### config.mk
export PLATFORM = sky130hd
export DESIGN_NAME = lpwp_scan
export DESIGN_NICKNAME = d
export VERILOG_FILES = /design/src/design/layer_pending_work_picker_top_defines.svh /design/src/design/lpwp_pkg.sv /design/src/design/lpwp_scan.sv
export SDC_FILE = /design/constraint.sdc
export NUM_CORES = 1
export LEC_CHECK = 0
export BUFFER_PORTS_ARGS = -buffer_cell sky130_fd_sc_hd__buf_2
export CAP_MARGIN = 20
export CORE_ASPECT_RATIO = 1.2
export CORE_UTILIZATION = 40
export DETAILED_ROUTE_END_ITERATION = 7
export GPL_ROUTABILITY_DRIVEN = 0
export MAX_ROUTING_LAYER = met4
export PLACE_DENSITY = 0.68
export SYNTH_ARGS = -nofsm -noshare
export SYNTH_HDL_FRONTEND = slang
export SYNTH_SLANG_ARGS = --single-unit
export TNS_END_PERCENT = 1
### constraint.sdc
create_clock -name clock -period 11 [get_ports clock]
set_input_delay 1.1 -clock clock [delete_from_list [all_inputs] [get_ports clock]]
set_output_delay 1.1 -clock clock [all_outputs]
set_load 0.005 [all_outputs]
### src/design/layer_pending_work_picker_top_defines.svh
// Assertion macros shared by the layer pending work picker RTL.
// Depends on nothing; every macro samples on clock and is disabled in reset.
`ifndef LAYER_PENDING_WORK_PICKER_TOP_DEFINES_SVH
`define LAYER_PENDING_WORK_PICKER_TOP_DEFINES_SVH

// Same-cycle implication.
`define LPWP_ASSERT_NOW(label, ante, cons, msg) \
   label: assert property (@(posedge clock) disable iff (reset) (ante) |-> (cons)) \
      else $error(msg);

// Next-cycle implication.
`define LPWP_ASSERT_NEXT(label, ante, cons, msg) \
   label: assert property (@(posedge clock) disable iff (reset) (ante) |=> (cons)) \
      else $error(msg);

`endif

### src/design/lpwp_pkg.sv
// Package of the layer pending work picker: sizes, codes and struct types.
// Used by every module of the block; depends on nothing.
package lpwp_pkg;

   localparam int LAYER_COUNT = 32;
   localparam int LAYER_W    = (LAYER_COUNT > 1) ? $clog2(LAYER_COUNT) : 1;
   localparam int TOK_W      = 24;
   localparam int BAT_W      = 16;
   localparam int CNT_W      = 16;
   localparam int IDX_W      = 5;
   localparam int GS_W       = 6;
   localparam int MODE_W     = 2;
   localparam int SUM_W      = TOK_W + GS_W;
   localparam int CSR_IDX_W  = 1;
   localparam int CSR_DATA_W = 6;

   localparam logic [TOK_W-1:0] TOK_MAX = {TOK_W{1'b1}};
   localparam logic [BAT_W-1:0] BAT_MAX = {BAT_W{1'b1}};

   localparam logic [CSR_IDX_W-1:0] CSR_POLICY_MODE = 1'd0;
   localparam logic [CSR_IDX_W-1:0] CSR_GROUP_SIZE  = 1'd1;

   localparam logic FUNC_ADD   = 1'b0;
   localparam logic FUNC_SCHED = 1'b1;

   localparam logic [MODE_W-1:0] POLICY_MOST_TOKENS   = 2'd0;
   localparam logic [MODE_W-1:0] POLICY_FIRST_NONZERO = 2'd1;
   localparam logic [MODE_W-1:0] POLICY_HEAVY_BLOCK   = 2'd2;
   localparam logic [MODE_W-1:0] POLICY_MOST_BATCHES  = 2'd3;

   typedef struct packed {
      logic             func;
      logic [IDX_W-1:0] layer_index;
      logic [CNT_W-1:0] token_count;
   } req_type;

   typedef struct packed {
      logic [IDX_W-1:0] chosen_layer;
      logic             found;
   } rsp_type;

   typedef struct packed {
      logic shift;
      logic add;
      logic clear;
   } cell_ctl_type;

   typedef struct packed {
      logic start;
      logic step;
      logic last;
   } scan_ctl_type;

   typedef enum logic [1:0] {
      ST_IDLE,
      ST_SCAN,
      ST_FINISH
   } state_type;

endpackage

### src/design/lpwp_scan.sv
// Scan unit: watches the layers as they pass the ring head and keeps the best pick.
// Depends on lpwp_pkg.
module lpwp_scan (
   input  logic                         clock,
   input  logic                         reset,
   input  lpwp_pkg::scan_ctl_type       ctl,
   input  logic [lpwp_pkg::MODE_W-1:0]  policy,
   input  logic [lpwp_pkg::GS_W-1:0]    group_size,
   input  logic [lpwp_pkg::LAYER_W-1:0] pos,
   input  logic [lpwp_pkg::TOK_W-1:0]   head_tok,
   input  logic [lpwp_pkg::BAT_W-1:0]   head_bat,
   output logic [lpwp_pkg::LAYER_W-1:0] best_idx,
   output logic                         best_found
);
   import lpwp_pkg::*;

   logic               have_ff, have_in;
   logic [LAYER_W-1:0] best_ff, best_in;
   logic [TOK_W-1:0]   best_t_ff, best_t_in;
   logic [BAT_W-1:0]   best_b_ff, best_b_in;
   logic [SUM_W-1:0]   best_sum_ff, best_sum_in;
   logic [SUM_W-1:0]   blk_sum_ff, blk_sum_in;
   logic [GS_W-1:0]    blk_pos_ff, blk_pos_in;
   logic [LAYER_W-1:0] blk_first_ff, blk_first_in;
   logic               blk_first_v_ff, blk_first_v_in;
   logic [GS_W-1:0]    gs_eff;
   logic               blk_end;
   logic               nonzero;

   assign gs_eff  = (group_size == '0) ? GS_W'(1) : group_size;
   assign blk_end = (blk_pos_ff == gs_eff - 1'b1) || ctl.last;
   assign nonzero = (head_tok != '0);

   always_comb begin
      have_in        = have_ff;
      best_in        = best_ff;
      best_t_in      = best_t_ff;
      best_b_in      = best_b_ff;
      best_sum_in    = best_sum_ff;
      blk_sum_in     = blk_sum_ff;
      blk_pos_in     = blk_pos_ff;
      blk_first_in   = blk_first_ff;
      blk_first_v_in = blk_first_v_ff;
      if (ctl.start) begin
         have_in        = 1'b0;
         best_in        = '0;
         best_t_in      = '0;
         best_b_in      = '0;
         best_sum_in    = '0;
         blk_sum_in     = '0;
         blk_pos_in     = '0;
         blk_first_v_in = 1'b0;
      end else if (ctl.step) begin
         case (policy)
            POLICY_MOST_TOKENS: begin
               if ((pos == '0) || (head_tok > best_t_ff)) begin
                  have_in   = 1'b1;
                  best_in   = pos;
                  best_t_in = head_tok;
               end
            end
            POLICY_FIRST_NONZERO: begin
               if (!have_ff && nonzero) begin
                  have_in = 1'b1;
                  best_in = pos;
               end
            end
            POLICY_HEAVY_BLOCK: begin
               // Running sum of the current block and its first nonempty layer.
               blk_sum_in = ((blk_pos_ff == '0) ? '0 : blk_sum_ff)
                            + {{(SUM_W-TOK_W){1'b0}}, head_tok};
               if ((blk_pos_ff == '0) || !blk_first_v_ff) begin
                  blk_first_v_in = nonzero;
                  blk_first_in   = pos;
               end
               if (blk_end) begin
                  blk_pos_in = '0;
                  if (blk_sum_in > best_sum_ff) begin
                     have_in     = 1'b1;
                     best_in     = blk_first_in;
                     best_sum_in = blk_sum_in;
                  end
               end else begin
                  blk_pos_in = blk_pos_ff + 1'b1;
               end
            end
            default: begin
               if ((head_bat > best_b_ff) ||
                   ((head_bat == best_b_ff) && (head_tok > best_t_ff))) begin
                  have_in   = 1'b1;
                  best_in   = pos;
                  best_b_in = head_bat;
                  best_t_in = head_tok;
               end
            end
         endcase
      end
   end

   always_ff @(posedge clock) begin
      if (reset) begin
         have_ff <= 1'b0;
      end else begin
         have_ff <= have_in;
      end
   end

   always_ff @(posedge clock) begin
      best_ff        <= best_in;
      best_t_ff      <= best_t_in;
      best_b_ff      <= best_b_in;
      best_sum_ff    <= best_sum_in;
      blk_sum_ff     <= blk_sum_in;
      blk_pos_ff     <= blk_pos_in;
      blk_first_ff   <= blk_first_in;
      blk_first_v_ff <= blk_first_v_in;
   end

   assign best_idx   = best_ff;
   assign best_found = have_ff;

endmodule

======== After elaboration in Yosys (flattened, before gate mapping) ========
Cells that the tools add are included.
W data, S select, Z words.
word-level totals
  bits of input ports ..................... 58
  bits in registers ....................... 118
  output and inout port bits .............. 6
  word-level logic and storage cells ...... 70
cells by class
  reductions and logical operators ........ 25
  order comparisons ....................... 3
  mux-type cells .......................... 19
  bitwise operators ....................... 3
  add/sub/neg operators ................... 3
  eq/ne operators ......................... 8
operators by type and width
  cell                   count
  $mux W24               2
  $pmux W24 S2           1
  $add A30 B24 Y30       1
  $gt A30 B30 Y1         1
  $mux W30               1
  $mux W5                6
  $gt A24 B24 Y1         1
  $reduce_bool A24 Y1    1
  $eq A16 B16 Y1         1
  $gt A16 B16 Y1         1
  $pmux W5 S3            1
  $logic_not A6 Y1       2
  $mux W6                2
  $reduce_and A3 Y1      3
  $ne A2 B2 Y1 const B   4
  $reduce_and A4 Y1      2
  $add A6 B1 Y6 const B  1
  $eq A6 B6 Y1           1
  $reduce_and A6 Y1      1
  $sub A6 B1 Y6 const B  1
  $logic_not A5 Y1       1
  $mux W1                5
  $logic_or A1 B1 Y1     4
  $reduce_bool A4 Y1     1
  other kinds (11)       16

======== Longest topological paths before layout ========
Gate-level depths: netlist of run 1.
  depth after elaboration ................. 7
  depth in mapped cells ................... 27

======== Least setup slack after synthesis of run 1 ========
OpenSTA, ideal clock, no wires.
  path kind ............................... reg-to-reg
  start point ............................. register blk_pos_ff[2]
  end point ............................... register best_sum_ff[11]
  clock period less this slack ............ 5.409 ns
  library setup time ...................... 0.128 ns
  setup slack ............................. 5.591 ns
  arrival ................................. 5.282 ns
  data required time ...................... 10.872 ns
  cell stages (with the launch flop) ...... 25
  cells stage by stage .................... dfxtp_1 -> clkbuf_1 -> nor4_1 -> nand2_1 -> clkbuf_1 -> clkbuf_1 -> and2_1 -> fa_1 -> a21o_1 -> a221oi_2 -> nor4bb_1 -> o31ai_1 -> a21oi_1 -> xnor2_1 -> ha_1 -> nand4_1 -> inv_1 -> a221o_1 -> a2111o_1 -> o211ai_2 -> buf_2 -> inv_2 -> buf_4 -> mux2i_1 -> nor2_1
between the ends
  cells in the longest elaborated chain, start to end .. 5
  elaborated cells between the ends (all ways) .. 7
  those cells by class .................... add/sub: 1; order compare: 1; eq/ne: 1; mux: 1; reduce/logical: 3
RTL lines
  what                         line              source
  from (decl)                  lpwp_scan.sv:23   logic [GS_W-1:0] blk_pos_ff, blk_pos_in;
  from (signal assigned)       lpwp_scan.sv:114  blk_pos_ff <= blk_pos_in;
  $logic_not A6 Y1             lpwp_scan.sv:70   blk_sum_in = ((blk_pos_ff == '0) ? '0 : blk_sum_ff)
  $mux W30                     lpwp_scan.sv:70
  $add A30 B24 Y30             lpwp_scan.sv:71   + {{(SUM_W-TOK_W){1'b0}}, head_tok};
  $gt A30 B30 Y1               lpwp_scan.sv:78   if (blk_sum_in > best_sum_ff) begin
  $reduce_and A4 Y1 (no line)  --
  to (signal assigned)         lpwp_scan.sv:112  best_sum_ff <= best_sum_in;
  to (decl)                    lpwp_scan.sv:21   logic [SUM_W-1:0] best_sum_ff, best_sum_in;
Several ways; a longest one is shown, not always the timed one.
A chain may end at the register's enable or synchronous reset.

======== Final worst setup path of run 1 ========
  start point ............................. register blk_pos_ff[2]
  end point ............................... register best_sum_ff[28]
Same word-level chain as after synthesis.

==> results of run 1 <==
==> power groups by stage <==
stage | Sequential [W] | Combinational (W) | Clock (W)
floorplan | 0.000460 | 0.000119 | 0
global placement | 0.000462 | 0.000167 | 0
global route | 0.000455 | 0.000193 | 0.000576
finish | 0.000453 | 0.000170 | 0.000547
CTS | 0.000453 | 0.000171 | 0.000556
detailed placement | 0.000462 | 0.000169 | 0
==> state kept, by name, summed over array words and instances (netlist names) <==
signal,flops
best_sum_ff,30
best_t_ff,24
blk_pos_ff,6
best_found,1
blk_first_v_ff,1
blk_first_ff,5
best_idx,5
blk_sum_ff,30
best_b_ff,16
==> cell usage in the layout (no fill, tap or decap), types with 7 or more instances in the layout <==
cell type,n
a211oi_1,8
a21o_1,13
a21oi_1,89
a31oi_1,8
and2_1,26
buf_2,62
buf_4,7
clkbuf_16,17
dfxtp_1,113
ha_1,101
inv_1,91
mux2i_1,53
nand2_1,123
nand3_1,25
nand4_1,22
nor2_1,105
nor3_1,20
nor4_1,11
o21ai_0,12
o31ai_1,11
or3_1,7
xnor2_1,17
xor2_1,18
==> cells by family after synthesis <==
family	count (synthesis)	synth area share [%]
AO/OA/AOI/OAI	190	15.30
XOR/XNOR	35	3.715
adder cells (fa/ha/maj)	102	15.56
buffers and inverters	131	6.368
flip-flops	118	29.23
multiplexers	58	7.111
AND/OR/NAND/NOR	384	22.71
==> metal layers <==
metal	share of wire [%]	GRT usage [%]
met5	0	-
met4	1.7	6.198
met3	4.9	4.171
met2	48	32.70
met1	46	25.01
==> per-stage QoR <==
step	hold slack (ps)	cells	utilization (%)
6_report	448.9	1344	46.12
5_1_grt	469.3	1344	46.12
4_1_cts	449.8	1344	46.12
2_1_floorplan	431.7	1018	-
3_3_place_gp	438.6	1313	43.28
3_5_place_dp	442.6	1313	43.28
==> layout make-up <==
type	count	area, um2	share of cell area [%]
sequential	118	2412	25.82
clock buffer	22	474.2	5.076
inverter	92	345.3	3.697
timing repair buffer	69	362.8	3.884
tap	265	331.6	3.549
clock inverter	9	101.3	1.085
multi-input combinational	769	5314	56.88
==> worst paths after layout <==
| check | startpoint | endpoint | slack, ps | cells after the start |
|---|---|---|---|---|
| hold reg to reg | blk_sum_ff[9] | blk_sum_ff[9] | 450 | 2 |
| setup reg to reg | blk_pos_ff[2] | best_sum_ff[28] | 4740 | 22 |
| hold / removal | blk_sum_ff[9] | blk_sum_ff[9] | 450 | 2 |
| setup / recovery | blk_pos_ff[2] | best_sum_ff[28] | 4740 | 22 |
==> tightest hold or removal path, cell delays in order (launching register included) <==
cell     delay (ps)
dfxtp_1         300
nand2_1          50
a21oi_1          50
==> out/qor.yml, run 1 <==
timing:
  maxSlewHeadroom_pct: 37.00
  grt_setup_unrepaired: "false"
  fin_worst_skew_ps: 6.170
  setup_tns_ps: 0
  finalHoldViolations: 0
  period_needed_ps: 6263
  fin_crit_sh_pct: 56.94
  finalSetupViolCount: 0
  tightest_slew_ps: 945.0
  worst_slack_ps: 4737
  final-max-slew-violation-count: 0
  fmax_mhz: 159.7
critical_path:
  cp_cell_sequence: "nor4_1 -> nand2_1 -> buf_4 -> and2_1 -> ha_1 -> fa_1 -> a21o_1 -> a221oi_2 -> nor4bb_1 -> or4b_1 -> nand3b_1 -> xor2_1 -> ha_1 -> a21oi_1 -> nand2_1 -> a221o_1 -> a2111o_1 -> o211ai_2 -> buf_4 -> inv_2 -> or3_1 -> o41ai_2"
  worstSetupPathType: "flop to flop"
  cpLargestDelayFamily: "simple AND/OR/NAND/NOR gates"
  cp-end-kind: "flop"
  startpoint_type: "flop"
  max_stage_delay_ps: 510
  crit_buf_inv: 3
  crit_fanout: 38
  required_ps: 11330
  arrival_ps: 6590
  cp_slowest_cell: "nor4bb_1"
clock_tree:
  clk_pin_slew_ps: 60
  cts-root-buf: "clkbuf_16"
  post_cts_buffers: 0
  h-tree-depth: 4
  insertion_delay_ps: 430
  cts_buffers: 17
  cts-resized-gates: 0
  clkSinkCount: 118
  cts_tree: "built"
  cts_hold_buf: 0
  clockBufferDepth: 2
finish:
  num-nets-final: 1227
  area_growth_pct: 13.21
  layout-drive-gt1-share_pct: 11.68
  final_cell_area_mm2: 0.009341
  n_fill_cell: 2034
  diodes: 0
synthesis:
  synth.cell_area_mm2: 0.008252
  yosysTopAreaCellShare_pct: 27.41
  synth_area_leader_cell: "dfxtp_1"
  synth-main-ff-cell: "dfxtp_1"
  netlist_top_cells_count: "123 x nand2_1, 113 x dfxtp_1, 105 x nor2_1"
  yosys_register_bits: 118
  syn-num-nets: 1178
  yosysSeqAreaShare_pct: 29.23
  ys_warn_count: 0
  synthArstFlopShare_pct: 0
  yosys-top-cells-area: "dfxtp_1 27%, ha_1 15%, mux2i_1 6.4%, nand2_1 5.6%, a21oi_1 5.4%"
  synth_cells: 1018
  yosysMostFrequentCell: "nand2_1"
  synth-edff-count: 5
  ys_types: 80
  syn_area_per_cell_um2: 8.106
global_route:
  grt_pass1_vias: 6927
  grt.total_usage_pct: 20.16
  grt_pass1_wl_mm: 33.47
  grt_overflow: 0
  grt_antenna_before_repair: 0
  grt_max_degree: 67
flow_run:
  maxCapViolations: 0
power:
  cellPowerDensity_mw_per_mm2: 125.3
  clockPowerShare_pct: 46.8
  switchingPower_w: 0.0003091
  p_sw_share_pct: 26.41
  p_seq_share_pct: 38.7
  ir_drop_v: 0.0001167
  p_leak_nw: 3.928
  finalPower_w: 0.001170
  combPwrFrac_pct: 14.5
  intPower_w: 0.0008612
die:
  ios: 64
  die_h_um: 159.3
  initial_core_util_pct: 40.74
  num_rows: 57
  die_w_um: 133.1
  core-area_mm2: 0.02025
  die_area_mm2: 0.02121
run_status:
  status: "completed"
route:
  vias: 7069
  drt_iter0_drc: 401
  first_pass_iters: 5
  finalWirelength_mm: 19.55
  wl_per_cell_um: 14.55
  route.detailed.drc: 0
  viasPerCell: 5.260
  detail-route-antenna-nets: 0
placed_design:
  portBuffers: 63
  hpwl_mm: 14.26
  place_area_mm2: 0.008766
  pre_cts_ws_ps: 4814
hold_path:
  hp-class: "flop to flop"
No activity file was read; power rests on OpenSTA's default activity.
==> run 2, diff against run 1 <==
--- a/config.mk
+++ b/config.mk
@@ -12,7 +12,7 @@
 export DETAILED_ROUTE_END_ITERATION = 7
 export GPL_ROUTABILITY_DRIVEN = 0
 export MAX_ROUTING_LAYER = met4
-export PLACE_DENSITY = 0.68
+export PLACE_DENSITY = 0.7
 export SYNTH_ARGS = -nofsm -noshare
 export SYNTH_HDL_FRONTEND = slang
 export SYNTH_SLANG_ARGS = --single-unit
==> constraint.sdc (replaced) <==
create_clock -name clock -period 5.66 [get_ports clock]
set_input_delay 0.566 -clock clock [delete_from_list [all_inputs] [get_ports clock]]
set_output_delay 0.566 -clock clock [all_outputs]
set_load 0.005 [all_outputs]
==> out/qor.yml, run 2 (synthesized netlist as in run 1, its figures left out) <==
run_status:
  status: "completed"
clock_tree:
  cts_buffers: 17
  clkSinkCount: 118
  h-tree-depth: 4
  cts-root-buf: "clkbuf_16"
  clockBufferDepth: 2
  cts_tree: "built"
  insertion_delay_ps: 430
  clk_pin_slew_ps: 50
finish:
  layout-drive-gt1-share_pct: 14.51
  final_common_cell: "nand2_1"
  num-nets-final: 1250
  largest_registers: "best_sum_ff: 30 flops, blk_sum_ff: 30 flops, best_t_ff: 24 flops"
  area_growth_pct: 17.06
  final_cell_mix: "122 x nand2_1, 113 x dfxtp_1, 104 x nor2_1"
  diodes: 0
  instances_no_fill: 1368
placed_design:
  placed_cells: 1333
  hpwl_mm: 15.12
  portBuffers: 63
timing:
  finalSetupViolCount: 0
  finalHoldViolations: 0
  grt_setup_unrepaired: "false"
  setup_tns_ps: 0
  fmax_mhz: 187.3
  fin_crit_sh_pct: 94.33
  fin_worst_skew_ps: 8.037
  final-max-slew-violation-count: 0
  period_needed_ps: 5339
  maxSlewHeadroom_pct: 39.59
  tightest_slew_ps: 906.1
route:
  vias: 7286
  first_pass_iters: 6
  viasPerCell: 5.326
  drt_iter0_drc: 391
  route.detailed.drc: 0
  wl_per_cell_um: 14.73
  finalWirelength_mm: 20.15
  detail-route-antenna-nets: 0
hold_path:
  hp-class: "input port to flop"
critical_path:
  cp-end-kind: "flop"
  worstSetupPathType: "flop to flop"
  arrival_ps: 5680
  crit_fanout: 25
  required_ps: 6000
  startpoint_type: "flop"
die:
  num_rows: 57
  initial_core_util_pct: 40.74
  core-area_mm2: 0.02025
  die_area_mm2: 0.02121
  ios: 64
  die_w_um: 133.1
  die_h_um: 159.3
global_route:
  grt_pass1_wl_mm: 33.35
  grt_max_degree: 78
  grt_overflow: 0
  grt.total_usage_pct: 20.33
  grt_antenna_before_repair: 0
  grt_pass1_vias: 6997
power:
  p_leak_nw: 4.085
  finalPower_w: 0.002380
  cellPowerDensity_mw_per_mm2: 246.4
  ir_drop_v: 0.0002241
flow_run:
  maxCapViolations: 0
==> run 2: cell count changes in the layout (fill, tap and decap cells not counted), sizes merged <==
cell    delta
clkbuf     +1
bufinv     +2
clkinv     -2
buf       +23
==> run 2: critical path, cell delays in order, from the launching register on <==
cell and delay (ps):
dfxtp_1 320, nor4_2 340, nand2_2 200, buf_12 210, and2_1 170, ha_1 360
and4_1 260, and3b_1 180, a211o_1 290, or3_1 400, o21ai_1 140, or3_1 210
xnor2_2 160, nor2_1 70, ha_1 310, nand4_1 170, a21oi_1 60, a2111o_1 390
o211ai_2 200, buf_6 190, nor3_4 70, or4b_1 470, o31ai_1 80
==> run 2: worst paths after layout <==
| kind | startpoint | to | slack [ps] | depth (start not counted) |
|---|---|---|---|---|
| max | blk_pos_ff[5] | best_idx[4] | 320 | 22 |
| min | reset | best_found | 290 | 2 |
| max reg2reg | blk_pos_ff[5] | best_idx[4] | 320 | 22 |
| min reg2reg | blk_sum_ff[15] | blk_sum_ff[15] | 450 | 2 |
==> run 2: power breakdown <==
group	switching (W)	internal (W)	total, W
Combinational	0.000205	0.000141	0.000346
Clock	0.000387	0.000767	0.00115
Sequential	0.0000131	0.000867	0.000880
Total	0.000605	0.00178	0.00238
==> run 2: final cells by class <==
class	count	area (um2)
fillers	1967	10600
multi-input cells	769	5390
flip-flops and latches	118	2412
repair buffers	92	551.8
clock buffers	23	478.0
inverters	92	347.8
well taps	265	331.6
clock inverters	9	147.6
==> run 2: repair_timing <==
item / in CTS / in global routing
hold buffers: 0 / 0
pin swaps: 0 / 6
endpoints found under the setup margin: 9 / 33
setup buffers: 0 / 3
gates resized for setup: 3 / 14
==> run 2: per-stage QoR <==
| stage | util [%] | hold WS [ps] | instance area, um2 | setup slack, ps |
|---|---|---|---|---|
| 2_1_floorplan | - | 431.7 | 8252 | 250.8 |
| 3_3_place_gp | 44.08 | 438.1 | 8929 | 72.31 |
| 3_5_place_dp | 44.08 | 443.7 | 8929 | -35.05 |
| 4_1_cts | 47.25 | 283.1 | 9570 | 63.58 |
| 5_1_grt | 47.69 | 295.6 | 9659 | 1.914 |
| 6_report | 47.69 | 291.3 | 9659 | 320.8 |
==> run 2: metal layers <==
metal  vias to the layer above  track usage [%]  part of all wire [%]
met4                         0            9.194                   3.0
met5                         -                -                     0
met3                        40            3.152                   4.0
li1                       3696                -                     -
met1                      3381            23.97                    45
met2                       169            33.91                    48
