--- src/design/layer_pending_work_picker_top_defines.svh ---
// Assertion macros shared by the layer pending work picker RTL.
// Depends on nothing; every macro samples on clock and is disabled in reset.
`ifndef LAYER_PENDING_WORK_PICKER_TOP_DEFINES_SVH
`define LAYER_PENDING_WORK_PICKER_TOP_DEFINES_SVH

// Same-cycle implication.
`define LPWP_ASSERT_NOW(label, ante, cons, msg) \
   label: assert property (@(posedge clock) disable iff (reset) (ante) |-> (cons)) \
      else $error(msg);

// Next-cycle implication.
`define LPWP_ASSERT_NEXT(label, ante, cons, msg) \
   label: assert property (@(posedge clock) disable iff (reset) (ante) |=> (cons)) \
      else $error(msg);

`endif

--- src/design/lpwp_pkg.sv ---
// Package of the layer pending work picker: sizes, codes and struct types.
// Used by every module of the block; depends on nothing.
package lpwp_pkg;

   localparam int LAYER_COUNT = 32;
   localparam int LAYER_W    = (LAYER_COUNT > 1) ? $clog2(LAYER_COUNT) : 1;
   localparam int TOK_W      = 24;
   localparam int BAT_W      = 16;
   localparam int CNT_W      = 16;
   localparam int IDX_W      = 5;
   localparam int GS_W       = 6;
   localparam int MODE_W     = 2;
   localparam int SUM_W      = TOK_W + GS_W;
   localparam int CSR_IDX_W  = 1;
   localparam int CSR_DATA_W = 6;

   localparam logic [TOK_W-1:0] TOK_MAX = {TOK_W{1'b1}};
   localparam logic [BAT_W-1:0] BAT_MAX = {BAT_W{1'b1}};

   localparam logic [CSR_IDX_W-1:0] CSR_POLICY_MODE = 1'd0;
   localparam logic [CSR_IDX_W-1:0] CSR_GROUP_SIZE  = 1'd1;

   localparam logic FUNC_ADD   = 1'b0;
   localparam logic FUNC_SCHED = 1'b1;

   localparam logic [MODE_W-1:0] POLICY_MOST_TOKENS   = 2'd0;
   localparam logic [MODE_W-1:0] POLICY_FIRST_NONZERO = 2'd1;
   localparam logic [MODE_W-1:0] POLICY_HEAVY_BLOCK   = 2'd2;
   localparam logic [MODE_W-1:0] POLICY_MOST_BATCHES  = 2'd3;

   typedef struct packed {
      logic             func;
      logic [IDX_W-1:0] layer_index;
      logic [CNT_W-1:0] token_count;
   } req_type;

   typedef struct packed {
      logic [IDX_W-1:0] chosen_layer;
      logic             found;
   } rsp_type;

   typedef struct packed {
      logic shift;
      logic add;
      logic clear;
   } cell_ctl_type;

   typedef struct packed {
      logic start;
      logic step;
      logic last;
   } scan_ctl_type;

   typedef enum logic [1:0] {
      ST_IDLE,
      ST_SCAN,
      ST_FINISH
   } state_type;

endpackage

--- src/design/lpwp_cell.sv ---
// One ring cell: the token and batch counters of one layer slot.
// Depends on lpwp_pkg.
module lpwp_cell (
   input  logic                        clock,
   input  logic                        reset,
   input  lpwp_pkg::cell_ctl_type      ctl,
   input  logic [lpwp_pkg::CNT_W-1:0]  add_count,
   input  logic [lpwp_pkg::TOK_W-1:0]  shift_tok,
   input  logic [lpwp_pkg::BAT_W-1:0]  shift_bat,
   output logic [lpwp_pkg::TOK_W-1:0]  tok,
   output logic [lpwp_pkg::BAT_W-1:0]  bat
);
   import lpwp_pkg::*;

   logic [TOK_W-1:0] tok_ff, tok_in;
   logic [BAT_W-1:0] bat_ff, bat_in;
   logic [TOK_W:0]   tok_sum;

   assign tok_sum = {1'b0, tok_ff} + {{(TOK_W+1-CNT_W){1'b0}}, add_count};

   always_comb begin
      tok_in = tok_ff;
      bat_in = bat_ff;
      if (ctl.clear) begin
         tok_in = '0;
         bat_in = '0;
      end else if (ctl.shift) begin
         tok_in = shift_tok;
         bat_in = shift_bat;
      end else if (ctl.add) begin
         tok_in = tok_sum[TOK_W] ? TOK_MAX : tok_sum[TOK_W-1:0];
         bat_in = (bat_ff == BAT_MAX) ? bat_ff : bat_ff + 1'b1;
      end
   end

   always_ff @(posedge clock) begin
      if (reset) begin
         tok_ff <= '0;
         bat_ff <= '0;
      end else begin
         tok_ff <= tok_in;
         bat_ff <= bat_in;
      end
   end

   assign tok = tok_ff;
   assign bat = bat_ff;

endmodule

--- config.mk ---
export PLATFORM = sky130hd
export DESIGN_NAME = lpwp_cell
export DESIGN_NICKNAME = d
export VERILOG_FILES = /design/src/design/layer_pending_work_picker_top_defines.svh /design/src/design/lpwp_pkg.sv /design/src/design/lpwp_cell.sv
export SDC_FILE = /design/constraint.sdc
export NUM_CORES = 1
export LEC_CHECK = 0
export ABC_CLOCK_PERIOD_IN_PS = 4400
export BUFFER_PORTS_ARGS = -buffer_cell sky130_fd_sc_hd__buf_2
export CAP_MARGIN = 20
export CORE_AREA = 2 2 105 56
export CTS_CLUSTER_SIZE = 30
export DETAILED_ROUTE_END_ITERATION = 16
export DIE_AREA = 0 0 107 58
export PLACE_DENSITY = 0.85
export SYNTH_ARGS = -nofsm -noshare
export SYNTH_HDL_FRONTEND = slang
export SYNTH_SLANG_ARGS = --single-unit
--- constraint.sdc ---
create_clock -name clock -period 4.4 [get_ports clock]
set_input_delay 0.88 -clock clock [delete_from_list [all_inputs] [get_ports clock]]
set_output_delay 0.88 -clock clock [all_outputs]
set_load 0.03 [all_outputs]
Word-level counts from Yosys, hierarchy flattened. Index checks and enable logic that the tools add are counted.

Register bits: 40. Bits of input ports: 61. Output and inout port bits: 40.

Add/subtract/negate cells: 2. Equal/unequal tests: 2. Mux-type cells: 6. Reductions and logical operators: 3.

Operator list (count): $mux W24 (3); $mux W16 (3); $add A24 B16 Y25 (1); $add A16 B1 Y16 const B (1); $eq A16 B16 Y1 const B (1); $ne A2 B2 Y1 const B (1); $reduce_and A2 Y1 (1); $reduce_bool A2 Y1 (1); $reduce_or A2 Y1 (1).

Depth between registers and ports, before layout. Gate-level depths: netlist of the first run.

Depth in word-level cells: 4. Depth in mapped cells: 10. Gate-level depth less buffers: 10.

Least setup slack after synthesis of the first run. No wires, ideal clock.

Path type: input port to flip-flop. Start: in add_count[0] (netlist bit). End: reg tok_ff[17] (netlist: tok[17]). Arrival time: 3048 ps. Required time: 4278 ps. Path slack: 1229 ps. Stages: 10. Path buffers: 0. Cell sequence: ha_1 fa_1 a21o_1 a221oi_2 o31ai_2 o41ai_4 nand2_2 nor2_4 nand4_1 nor3b_1.

Cells in the longest elaborated chain, start to end: 4.

RTL lines: start: declaration (RTL line lpwp_cell.sv:7) `input logic [lpwp_pkg::CNT_W-1:0] add_count,`; $add A24 B16 Y25 (RTL line lpwp_cell.sv:19) `assign tok_sum = {1'b0, tok_ff} + {{(TOK_W+1-CNT_W){1'b0}}, add_count};`; $mux W24 (RTL line lpwp_cell.sv:31) `tok_in = tok_sum[TOK_W] ? TOK_MAX : tok_sum[TOK_W-1:0];`; $mux W24 (RTL line lpwp_cell.sv:30) `end else if (ctl.add) begin`; $mux W24 (RTL line lpwp_cell.sv:27) `end else if (ctl.shift) begin`; end signal: assignment (RTL line lpwp_cell.sv:41) `tok_ff <= tok_in;`; end: declaration (RTL line lpwp_cell.sv:15) `logic [TOK_W-1:0] tok_ff, tok_in;`.

No other way between the ends. The select of a mux whose other input is x is not followed. A chain may end at the register's enable or synchronous reset.

Worst setup path in the final report of the first run. Same ends and word-level chain as after synthesis.

==> run_results.csv, run 1 <==
group,metric,value,unit
global_route,gr-usage-all-layers,27.1,%
power,power.share.combinational,27.0,%
global_route,antenna_found_initial,0,
floorplanning,coreArea,0.00530,mm²
power,seqPwrFrac,41.2,%
yosys,ys_seq_area_share,28.8,%
global_route,grt_pass1_wl,13300,µm
timing,fmax,300,MHz
power,pwr_density_cell,282,mW/mm²
global_route,overflow,0,
yosys,yosysTopAreaCell,"dfxtp_1",
clock_network,clock_sink_count,40,
place,port_buffers,100,
power,leakagePower,1.58,nW
critical_path,slowest_stage,"fa_1",
clock_network,clk_path_buf_depth,2,
place,gp_congestion,0.912,
clock_network,clock_latency,0.29,ns
yosys,synth-edff-count,0,
critical_path,cp.arrival,3.52,ns
route,post_drt_wl_per_cell,16.4,µm
power,vdd_drop_max,0.000152,V
route,drt-initial-drc-count,240,
place,dp_cells,502,
yosys,async_reset_ff_share,0,%
yosys,synthTopCellsByArea,"dfxtp_1 (29%), a21oi_1 (8.1%), ha_1 (7.7%)",
power,p_sw,320,µW
clock_network,clock-root-buffer,"clkbuf_8",
timing,setup_violations,0,
clock_network,ctsResizeCount,0,
clock_network,clk_pin_slew_worst_paths,0.08,ns
yosys,syn_nets,425,
clock_network,postCtsSetupRepairBufs,0,
global_route,grt_max_degree,47,
clock_network,cts_buffers,5,
critical_path,worstPathRequired,4.58,ns
timing,slew_headroom,45.1,%
clock_network,cts_tree,"built",
critical_path,endpoint_kind,"register",
run,max_cap_violations,0,
yosys,ys_seq_elements,40,
timing,period_share,75.9,%
timing,drv_slew,0,
route,drc,0,
yosys,synth_cell_types,47,
timing,rsz0062_at_grt,"no",
timing,fin_worst_skew,0.00966,ns
critical_path,critical_path.max_stage_delay,0.41,ns
timing,min_period,3.34,ns
cells_and_area,stdcell_count,510,
floorplanning,dieArea,0.00621,mm²
power,p_int,644,µW
power,pwr-share-clk,31.7,%
cells_and_area,drive_above_1_share,27.9,%
floorplanning,num_rows,19,
power,power,964,µW
cells_and_area,diodes,0,
yosys,postSynthCellCount,346,
floorplanning,die_h,58,µm
place,post-dp-hpwl,6330,µm
route,first_pass_iters,4,
floorplanning,initial_core_util,52.4,%
clock_network,htreeDepth,2,
global_route,grt_pass1_vias,2705,
cells_and_area,fin_nets,515,
yosys,syn_area,0.00278,mm²
critical_path,critical_path.startpoint_type,"primary input",
floorplanning,pin_count,101,
floorplanning,die_w,107,µm
power,swShare,33.2,%
cells_and_area,area_delta_synth_final,23.2,%
route,wirelength,8380,µm
critical_path,worstPathMaxFanout,10,
hold_path,hold_path.class,"register to register",
cells_and_area,final_area,0.00342,mm²
yosys,synth_ff_type,"dfxtp_1",
clock_network,postCtsHoldBufs,0,
place,placed_cell_area,0.00331,mm²
timing,finalHoldViolations,0,
timing,finalSetupTns,0,ns
yosys,yosys_warnings,0,
critical_path,reg2reg_slack,1.42,ns
route,avgViaCountPerCell,6.07,
yosys,postSynthAreaPerCell,8.02,µm²
critical_path,path_cells,"buf_2 > ha_1 > fa_1 > a21o_1 > a221oi_2 > o31ai_2 > o41ai_4 > nand2_2 > nor2_4 > nand4_1 > nor3b_1",
critical_path,critical_path_class,"primary input to register",
cells_and_area,nFillCells,468,
timing,tightest_slew,0.821,ns
route,vias,3098,
yosys,synth_top_area_share,28.8,%
run_status,status,"complete, no violations",
route,ant_nets,0,
-- kinds of logic (layout without fill, tap and decap cells) --
group | Yosys count | after routing | synth area share (%)
multiplexers | 6 | 6 | 2.16
buffers and inverters | 28 | 119 | 3.79
AO/OA/AOI/OAI | 121 | 121 | 30.0
AND/OR/NAND/NOR | 107 | 107 | 18.7
XOR/XNOR | 26 | 26 | 8.20
flip-flops | 40 | 40 | 28.8
adder cells (fa/ha/maj) | 18 | 18 | 8.38
-- routing by layer --
layer  wire (µm)  global-route usage [%]  vias to the layer above
met2        3340                    37.8                      178
li1            -                       -                     1477
met3         867                    6.52                        9
met5           0                       0                        -
met1        4120                    42.6                     1434
met4          56                    4.27                        0
-- layout make-up --
type / count / area (µm²) / area share [%]
Clock inverter: 2 / 35.0 / 1.02
Timing Repair Buffer: 102 / 515 / 15.1
Multi-Input combinational cell: 278 / 1870 / 54.7
Clock buffer: 6 / 72.6 / 2.12
Sequential cell: 40 / 801 / 23.4
Tap cell: 73 / 91.3 / 2.67
Inverter: 9 / 33.8 / 0.988
-- power groups by stage --
| stage | Clock [mW] | Sequential (mW) | Combinational [mW] |
|---|---|---|---|
| 4_1_cts | 0.307 | 0.397 | 0.257 |
| 2_1_floorplan | 0 | 0.435 | 0.143 |
| 3_3_place_gp | 0 | 0.404 | 0.252 |
| 5_1_grt | 0.324 | 0.400 | 0.283 |
| 6_report | 0.306 | 0.398 | 0.261 |
| 3_5_place_dp | 0 | 0.405 | 0.255 |
-- worst paths after layout --
check	cells after the start	from	endpoint
setup reg to reg	10	tok[0]$_SDFFE_PP0P_	tok[17]$_SDFFE_PP0P_
hold reg to reg	2	bat[10]$_SDFFE_PP0P_	bat[10]$_SDFFE_PP0P_
hold / removal	2	bat[10]$_SDFFE_PP0P_	bat[10]$_SDFFE_PP0P_
setup / recovery	11	add_count[0]	tok[17]$_SDFFE_PP0P_
-- cells in the final DEF (no fill, tap or decap), drive strengths merged, types with 2 or more instances in the layout --
cell	n
a311oi	6
clkbuf	6
xor2	15
and3	7
nand4	11
nand2b	2
a21o	7
o31a	2
nor2	29
mux2i	6
nand2	34
a211oi	2
inv	9
o21ai	24
ha	17
dfxtp	40
xnor2	11
o221ai	21
nand3	8
a31oi	6
or2	3
a21oi	45
nor3	4
and2	2
o31ai	2
buf	102
-- synth_stat cells, types with 2 or more instances --
cell type and n:
nand2b_1 2, a311oi_1 6, a21o_1 7, o31a_1 2
nand2_1 33, xnor2_1 11, mux2i_1 6, and2_1 2
buf_1 2, o21ai_0 22, dfxtp_1 40, xor2_1 15
clkbuf_1 17, a21oi_1 45, nor3_1 3, a31oi_1 4
o221ai_1 21, o21ai_2 2, and3_1 7, or2_2 3
nor2_1 28, a211oi_1 2, nand3_1 8, ha_1 17
nand4_1 11, inv_1 9
-- state kept, by name, indices dropped and copies added, names as in the netlist --
register  flops
bat          16
tok          24
-- through the flow --
| stage | hold slack (ns) | utilization [%] | setup slack (ns) |
|---|---|---|---|
| after detailed placement | 0.510 | 62.5 | 0.791 |
| after global placement | 0.493 | 62.5 | 0.932 |
| after global routing | 0.537 | 64.5 | 0.897 |
| after CTS | 0.522 | 64.5 | 1.11 |
| after floorplan | 0.616 | - | 1.23 |
| final | 0.517 | 64.5 | 1.06 |
-- worst max-delay path, delay by kind of cell --
family,cells,cell delay (ns)
buf+inv,1,0.10
simple gates,4,0.75
fa+ha+maj,2,0.62
compound gates,4,1.16
Power figures use the tool's default switching activity.
==> run 2: changes to the inputs <==
ABC_AREA = 1   (was unset)
ABC_CLOCK_PERIOD_IN_PS = 2900   (was 4400)
CORE_AREA = 2 2 127 67   (was 2 2 105 56)
DIE_AREA = 0 0 129 69   (was 0 0 107 58)
PLACE_DENSITY = 0.77   (was 0.85)
clock period = 2.9 ns   (was 4.4 ns; I/O delays follow)
==> run 2 against run 1 <==
Against the previous run: non-clock buffer count up 5; die area up 43%; first-iteration DRC count increased by 76%; clock power up 110%; synthesized area grew 34%; cell count is 66% higher; register-to-register slack worse by 0.88 ns; via count up 42%; sequential share of layout area decreased by 5.5 points; critical endpoint is now tok[13]$_SDFFE_PP0P_; largest cell class unchanged.
==> run_results.csv, run 2 <==
group,metric,value,unit
critical_path,crit_top_cell,"nand2_2",
critical_path,path_cells,"buf_2 > ha_1 > fa_1 > nand2_1 > nand2_1 > nand3_1 > nand2_2 > nand2_2 > nand2_4 > nand2_2 > nand2_2 > o21ai_0 > a21oi_1",
floorplanning,initial_core_util,47.6,%
global_route,gr-usage-all-layers,27.9,%
critical_path,critical_path.max_stage_delay,0.43,ns
clock_network,ctsResizeCount,0,
route,ant_nets,0,
run_status,status,"complete, no violations",
floorplanning,die_h,69,µm
clock_network,cts_buffers,5,
timing,slew_headroom,54.5,%
power,leakagePower,2.31,nW
power,vdd_drop_max,0.000208,V
yosys,syn_area,0.00371,mm²
place,pre_cts_slack,0.217,ns
cells_and_area,area_delta_synth_final,20.5,%
cells_and_area,layout_common_cells,"nand2_1 (206), buf_2 (100), inv_1 (81), nor2_1 (80), nand3_1 (42)",
place,gp_congestion,0.991,
yosys,synth_ff_type,"dfxtp_1",
clock_network,clk_pin_slew_worst_paths,0.07,ns
clock_network,clock-root-buffer,"clkbuf_16",
global_route,antenna_found_initial,0,
timing,finalHoldViolations,0,
route,highest_layer,"met4",
floorplanning,pin_count,101,
timing,drv_slew,0,
power,pwr_density_cell,398,mW/mm²
timing,setup_violations,0,
yosys,synth_top_area_share,21.6,%
timing,fin_worst_skew,0.00426,ns
yosys,yosys_warnings,0,
timing,fmax,414,MHz
yosys,postSynthAreaPerCell,5.84,µm²
route,m1WireLength,6020,µm
floorplanning,dieArea,0.00890,mm²
route,drt-initial-drc-count,422,
yosys,ys_seq_area_share,21.6,%
clock_network,postCtsHoldBufs,0,
timing,period_share,83.2,%
clock_network,clk_path_buf_depth,2,
yosys,yosysMostFrequentCell,"nand2_1",
timing,finalSetupTns,0,ns
critical_path,endpoint_kind,"register",
route,first_pass_iters,5,
clock_network,clock_sink_count,40,
run,max_cap_violations,0,
yosys,syn_nets,714,
route,drc,0,
global_route,overflow,0,
critical_path,slowest_stage,"fa_1",
cells_and_area,fin_nets,811,
critical_path,cp_top_family,"simple AND/OR/NAND/NOR gates",
yosys,synth-edff-count,0,
floorplanning,num_rows,23,
timing,rsz0062_at_grt,"no",
route,avgViaCountPerCell,5.20,
timing,finalWorstSetupSlack,0.486,ns
floorplanning,coreArea,0.00780,mm²
clock_network,postCtsSetupRepairBufs,0,
cells_and_area,stdcell_count,845,
place,post-dp-hpwl,9230,µm
yosys,synth_common_cells,"nand2_1 (206), inv_1 (81), nor2_1 (80), nand3_1 (42), dfxtp_1 (40)",
critical_path,worstPathRequired,3.05,ns
cells_and_area,largest_reg_flops,24,
timing,tightest_slew,0.682,ns
global_route,grt_pass1_vias,3876,
global_route,grt_max_degree,43,
yosys,synth_cell_types,38,
route,post_drt_wl_per_cell,14.3,µm
critical_path,cp.arrival,2.56,ns
timing,min_period,2.41,ns
critical_path,critical_path.startpoint_type,"primary input",
route,dr_wl_met3,1420,µm
critical_path,cp_num_buf_inv,1,
yosys,postSynthCellCount,635,
yosys,yosysTopAreaCell,"dfxtp_1",
global_route,grt_pass1_wl,19700,µm
yosys,async_reset_ff_share,0,%
route,wirelength,12100,µm
place,dp_cells,837,
route,vias,4397,
clock_network,htreeDepth,2,
floorplanning,die_w,129,µm
clock_network,clock_latency,0.29,ns
hold_path,hold_path.class,"register to register",
route,wl_met2,4550,µm
clock_network,cts_tree,"built",
yosys,ys_seq_elements,40,
yosys,synthTopCellsByArea,"dfxtp_1 (22%), nand2_1 (21%), inv_1 (8.2%)",
cells_and_area,layout_commonest_cell,"nand2_1",
cells_and_area,drive_above_1_share,21.8,%
place,port_buffers,100,
critical_path,critical_path_class,"primary input to register",
cells_and_area,diodes,0,
critical_path,worstPathMaxFanout,12,
[run 2: changes by cell type in the layout (fill, tap and decap cells not counted), sizes merged, moves of 9 or more]
cell    previous run  this run
o221ai            21         1
nand3              8        44
nor2              29        88
nand2             34       213
o21ai             24        38
xnor2             11         2
inv                9        85
[run 2: power by group]
part | switching [mW] | internal, mW | total (mW)
clock network | 0.251 | 0.406 | 0.656
logic | 0.337 | 0.176 | 0.513
registers | 0.0333 | 0.577 | 0.610
[run 2: cells by family (layout without fill, tap and decap cells)]
family | after synthesis | after routing | synth area share [%]
fa+ha+maj | 18 | 18 | 6.27
simple gates | 372 | 372 | 42.5
buf+inv | 102 | 200 | 11.2
compound gates | 89 | 89 | 15.0
flops | 40 | 40 | 21.6
xor+xnor | 12 | 12 | 2.83
mux | 2 | 2 | 0.540
[run 2: worst paths after layout]
path                              from              endpoint  slack (ns)  cells after the start
setup / recovery          add_count[0]  tok[13]$_SDFFE_PP0P_        0.49                     13
hold / removal    tok[15]$_SDFFE_PP0P_  tok[15]$_SDFFE_PP0P_        0.49                      2
setup reg to reg   tok[0]$_SDFFE_PP0P_  tok[13]$_SDFFE_PP0P_        0.54                     12
hold reg to reg   tok[15]$_SDFFE_PP0P_  tok[15]$_SDFFE_PP0P_        0.49                      2
[run 2: worst reg2reg max path: stages, from the launching register on]
cell and delay, ns:
dfxtp_1 0.33, ha_1 0.25, fa_1 0.44, nand2_1 0.09
nand2_1 0.09, nand3_1 0.11, nand2_2 0.08, nand2_2 0.09
nand2_4 0.08, nand2_2 0.08, nand2_2 0.23, o21ai_0 0.26
a21oi_1 0.09
[run 2: stage by stage]
step / cell area (µm²) / hold WS [ns] / total power, mW / util, %
floorplan: 3710 / 0.608 / 0.971 / -
CTS: 4470 / 0.489 / 1.77 / 57.3
global route: 4470 / 0.512 / 1.86 / 57.3
finish: 4470 / 0.492 / 1.78 / 57.3
detailed placement: 4310 / 0.480 / 1.12 / 55.2
global placement: 4310 / 0.468 / 1.11 / 55.2
[run 2: routing by layer]
layer  vias to the layer above  global-route usage, %
met1                      1921                   44.0
met3                        17                   6.60
met2                       258                   38.0
met5                         -                      0
met4                         0                   5.43
li1                       2201                      -
[run 2: layout make-up]
| cell class | count | area [µm²] |
|---|---|---|
| repair buffers | 107 | 553 |
| inverters | 85 | 319 |
| clock inverters | 2 | 35.0 |
| multi-input cells | 493 | 2490 |
| flip-flops and latches | 40 | 801 |
| clock buffers | 6 | 129 |
| fillers | 782 | 3330 |
| well taps | 112 | 140 |
==> run 3: changes to the inputs <==
ABC_AREA = 0   (was 1)
ABC_CLOCK_PERIOD_IN_PS = 2500   (was 2900)
CORE_AREA = 2 2 109 58   (was 2 2 127 67)
DIE_AREA = 0 0 111 60   (was 0 0 129 69)
PLACE_DENSITY = 0.79   (was 0.77)
clock period = 2.5 ns   (was 2.9 ns; I/O delays follow)
==> run 3 against run 2 <==
Against the previous run: utilization is 11 points higher; hold slack worse by 0.039 ns; global-route usage is 1.2 points lower; register-to-register slack worse by 0.53 ns; sequential cell count stayed put; non-clock buffer count is 45 higher; first-iteration DRC count is 49% lower; largest cell class unchanged.
==> run_results.csv, run 3 (synthesis results as in run 1) <==
group,metric,value,unit
floorplanning,coreArea,0.00578,mm²
power,pwr_density_cell,507,mW/mm²
clock_network,cts_tree,"built",
global_route,grt_pass1_vias,2792,
route,post_drt_wl_per_cell,15.8,µm
clock_network,clk_path_buf_depth,2,
clock_network,clock-root-buffer,"clkbuf_16",
cells_and_area,largest_reg_flops,24,
cells_and_area,stdcell_count,564,
place,gp_congestion,0.953,
critical_path,cp.arrival,2.70,ns
cells_and_area,fin_nets,565,
run_status,status,"complete, no violations",
critical_path,worstPathMaxFanout,6,
timing,fin_worst_skew,0.00670,ns
run,max_cap_violations,0,
timing,rsz0062_at_grt,"yes",
route,drt-initial-drc-count,214,
clock_network,htreeDepth,2,
critical_path,endpoint_kind,"register",
global_route,gr-usage-all-layers,26.8,%
clock_network,clk_pin_slew_worst_paths,0.06,ns
floorplanning,initial_core_util,48.0,%
critical_path,critical_path_class,"primary input to register",
cells_and_area,multiInputGateArea,0.00194,mm²
global_route,overflow,0,
timing,min_period,2.49,ns
power,power.share.combinational,28.2,%
power,power,1.99,mW
clock_network,postCtsHoldBufs,0,
floorplanning,die_h,60,µm
global_route,grt_max_degree,47,
cells_and_area,final_core_util,67.9,%
cells_and_area,layout_commonest_cell,"buf_2",
floorplanning,dieArea,0.00666,mm²
floorplanning,pin_count,101,
floorplanning,die_w,111,µm
timing,fmax,402,MHz
floorplanning,num_rows,20,
cells_and_area,nFillCells,527,
global_route,antenna_found_initial,0,
critical_path,worstPathRequired,2.71,ns
hold_path,hold_path.class,"primary input to register",
global_route,grt_pass1_wl,14000,µm
cells_and_area,layout_common_cells,"buf_2 (100), buf_4 (52), a21oi_1 (45), dfxtp_1 (39), nand2_1 (32)",
route,wirelength,8890,µm
cells_and_area,regArea,802,µm²
place,dp_cells,554,
cells_and_area,drive_above_1_share,37.2,%
power,p_sw,609,µW
route,vias,3167,
power,pwr-share-clk,36.6,%
route,ant_nets,0,
critical_path,critical_path.startpoint_type,"primary input",
clock_network,clock_sink_count,40,
power,swShare,30.6,%
power,seqPwrFrac,35.2,%
timing,period_share,99.6,%
route,drc,0,
timing,tightest_slew,0.540,ns
clock_network,cts_buffers,5,
place,post-dp-hpwl,6910,µm
timing,drv_slew,0,
cells_and_area,diodes,0,
timing,setup_violations,0,
power,leakagePower,1.85,nW
route,first_pass_iters,4,
route,avgViaCountPerCell,5.62,
clock_network,clock_latency,0.29,ns
power,vdd_drop_max,0.000261,V
place,port_buffers,100,
timing,slew_headroom,63.9,%
power,p_int,1.38,mW
cells_and_area,area_delta_synth_final,41.4,%
timing,finalHoldViolations,0,
-- run 3: changes by cell type in the layout (fill, tap and decap cells not counted), moves of 9 or more --
cell,change
buf_4,+45
nand2_1,-174
nor2_1,-53
nand3_1,-34
o221ai_1,+20
a21oi_2,-12
inv_1,-72
a21oi_1,+12
xnor2_1,+9
-- run 3: power by group through the flow --
stage                     sequential [mW]  clock, mW  combinational, mW
after detailed placement            0.713          0              0.537
after global routing                0.704      0.766              0.608
after CTS                           0.699      0.735              0.542
after global placement              0.711          0              0.530
after floorplan                     0.766          0              0.256
final                               0.700      0.729              0.561
-- run 3: path summary, 6_finish.rpt --
kind | start | end | slack, ns | cells after the start
max | add_count[0] | tok[22]$_SDFFE_PP0P_ | 0.01 | 11
min | shift_bat[5] | bat[5]$_SDFFE_PP0P_ | 0.45 | 3
max reg2reg | tok[0]$_SDFFE_PP0P_ | tok[22]$_SDFFE_PP0P_ | 0.01 | 10
min reg2reg | bat[10]$_SDFFE_PP0P_ | bat[10]$_SDFFE_PP0P_ | 0.52 | 2
-- run 3: layer usage --
layer  routed length [µm]  vias up  track usage [%]
met5                    0        -                0
met4                   65        0             4.82
met3                  843        8             5.78
met2                 3400      141             37.6
met1                 4580     1439             41.7
li1                     -     1579                -
-- run 3: repair_timing --
action | CTS | global route
resized for setup | 1 | 7
pin swaps | 5 | 4
buffers inserted | 0 | 2
setup endpoints to repair | 3 | 19
-- run 3: final cells by class --
| type | count | area share (%) |
|---|---|---|
| clock buffer | 6 | 3.28 |
| clock inverter | 2 | 0.893 |
| inverter | 9 | 0.861 |
| multi-input combinational | 278 | 49.4 |
| sequential | 40 | 20.4 |
| tap | 77 | 2.45 |
| timing repair buffer | 152 | 22.7 |
-- run 3: per-stage QoR --
step	hold WS, ns	worst slack, ns	area, µm²	TNS (ns)
final	0.453	0.0109	3930	0
after global placement	0.499	-0.243	3710	-3.84
after global routing	0.450	-0.101	3930	-0.540
after CTS	0.450	0.0108	3870	0
after detailed placement	0.513	-0.323	3710	-4.62
after floorplan	0.616	-0.113	2810	-0.205
-- run 3: worst max-delay path, cell delays in order --
cell,delay (ns)
buf_2,0.11
ha_4,0.16
fa_2,0.39
a21o_1,0.20
a221o_1,0.39
a31oi_4,0.19
o21ai_4,0.08
a31oi_4,0.23
nor2_1,0.11
and3_1,0.19
nor3_2,0.14
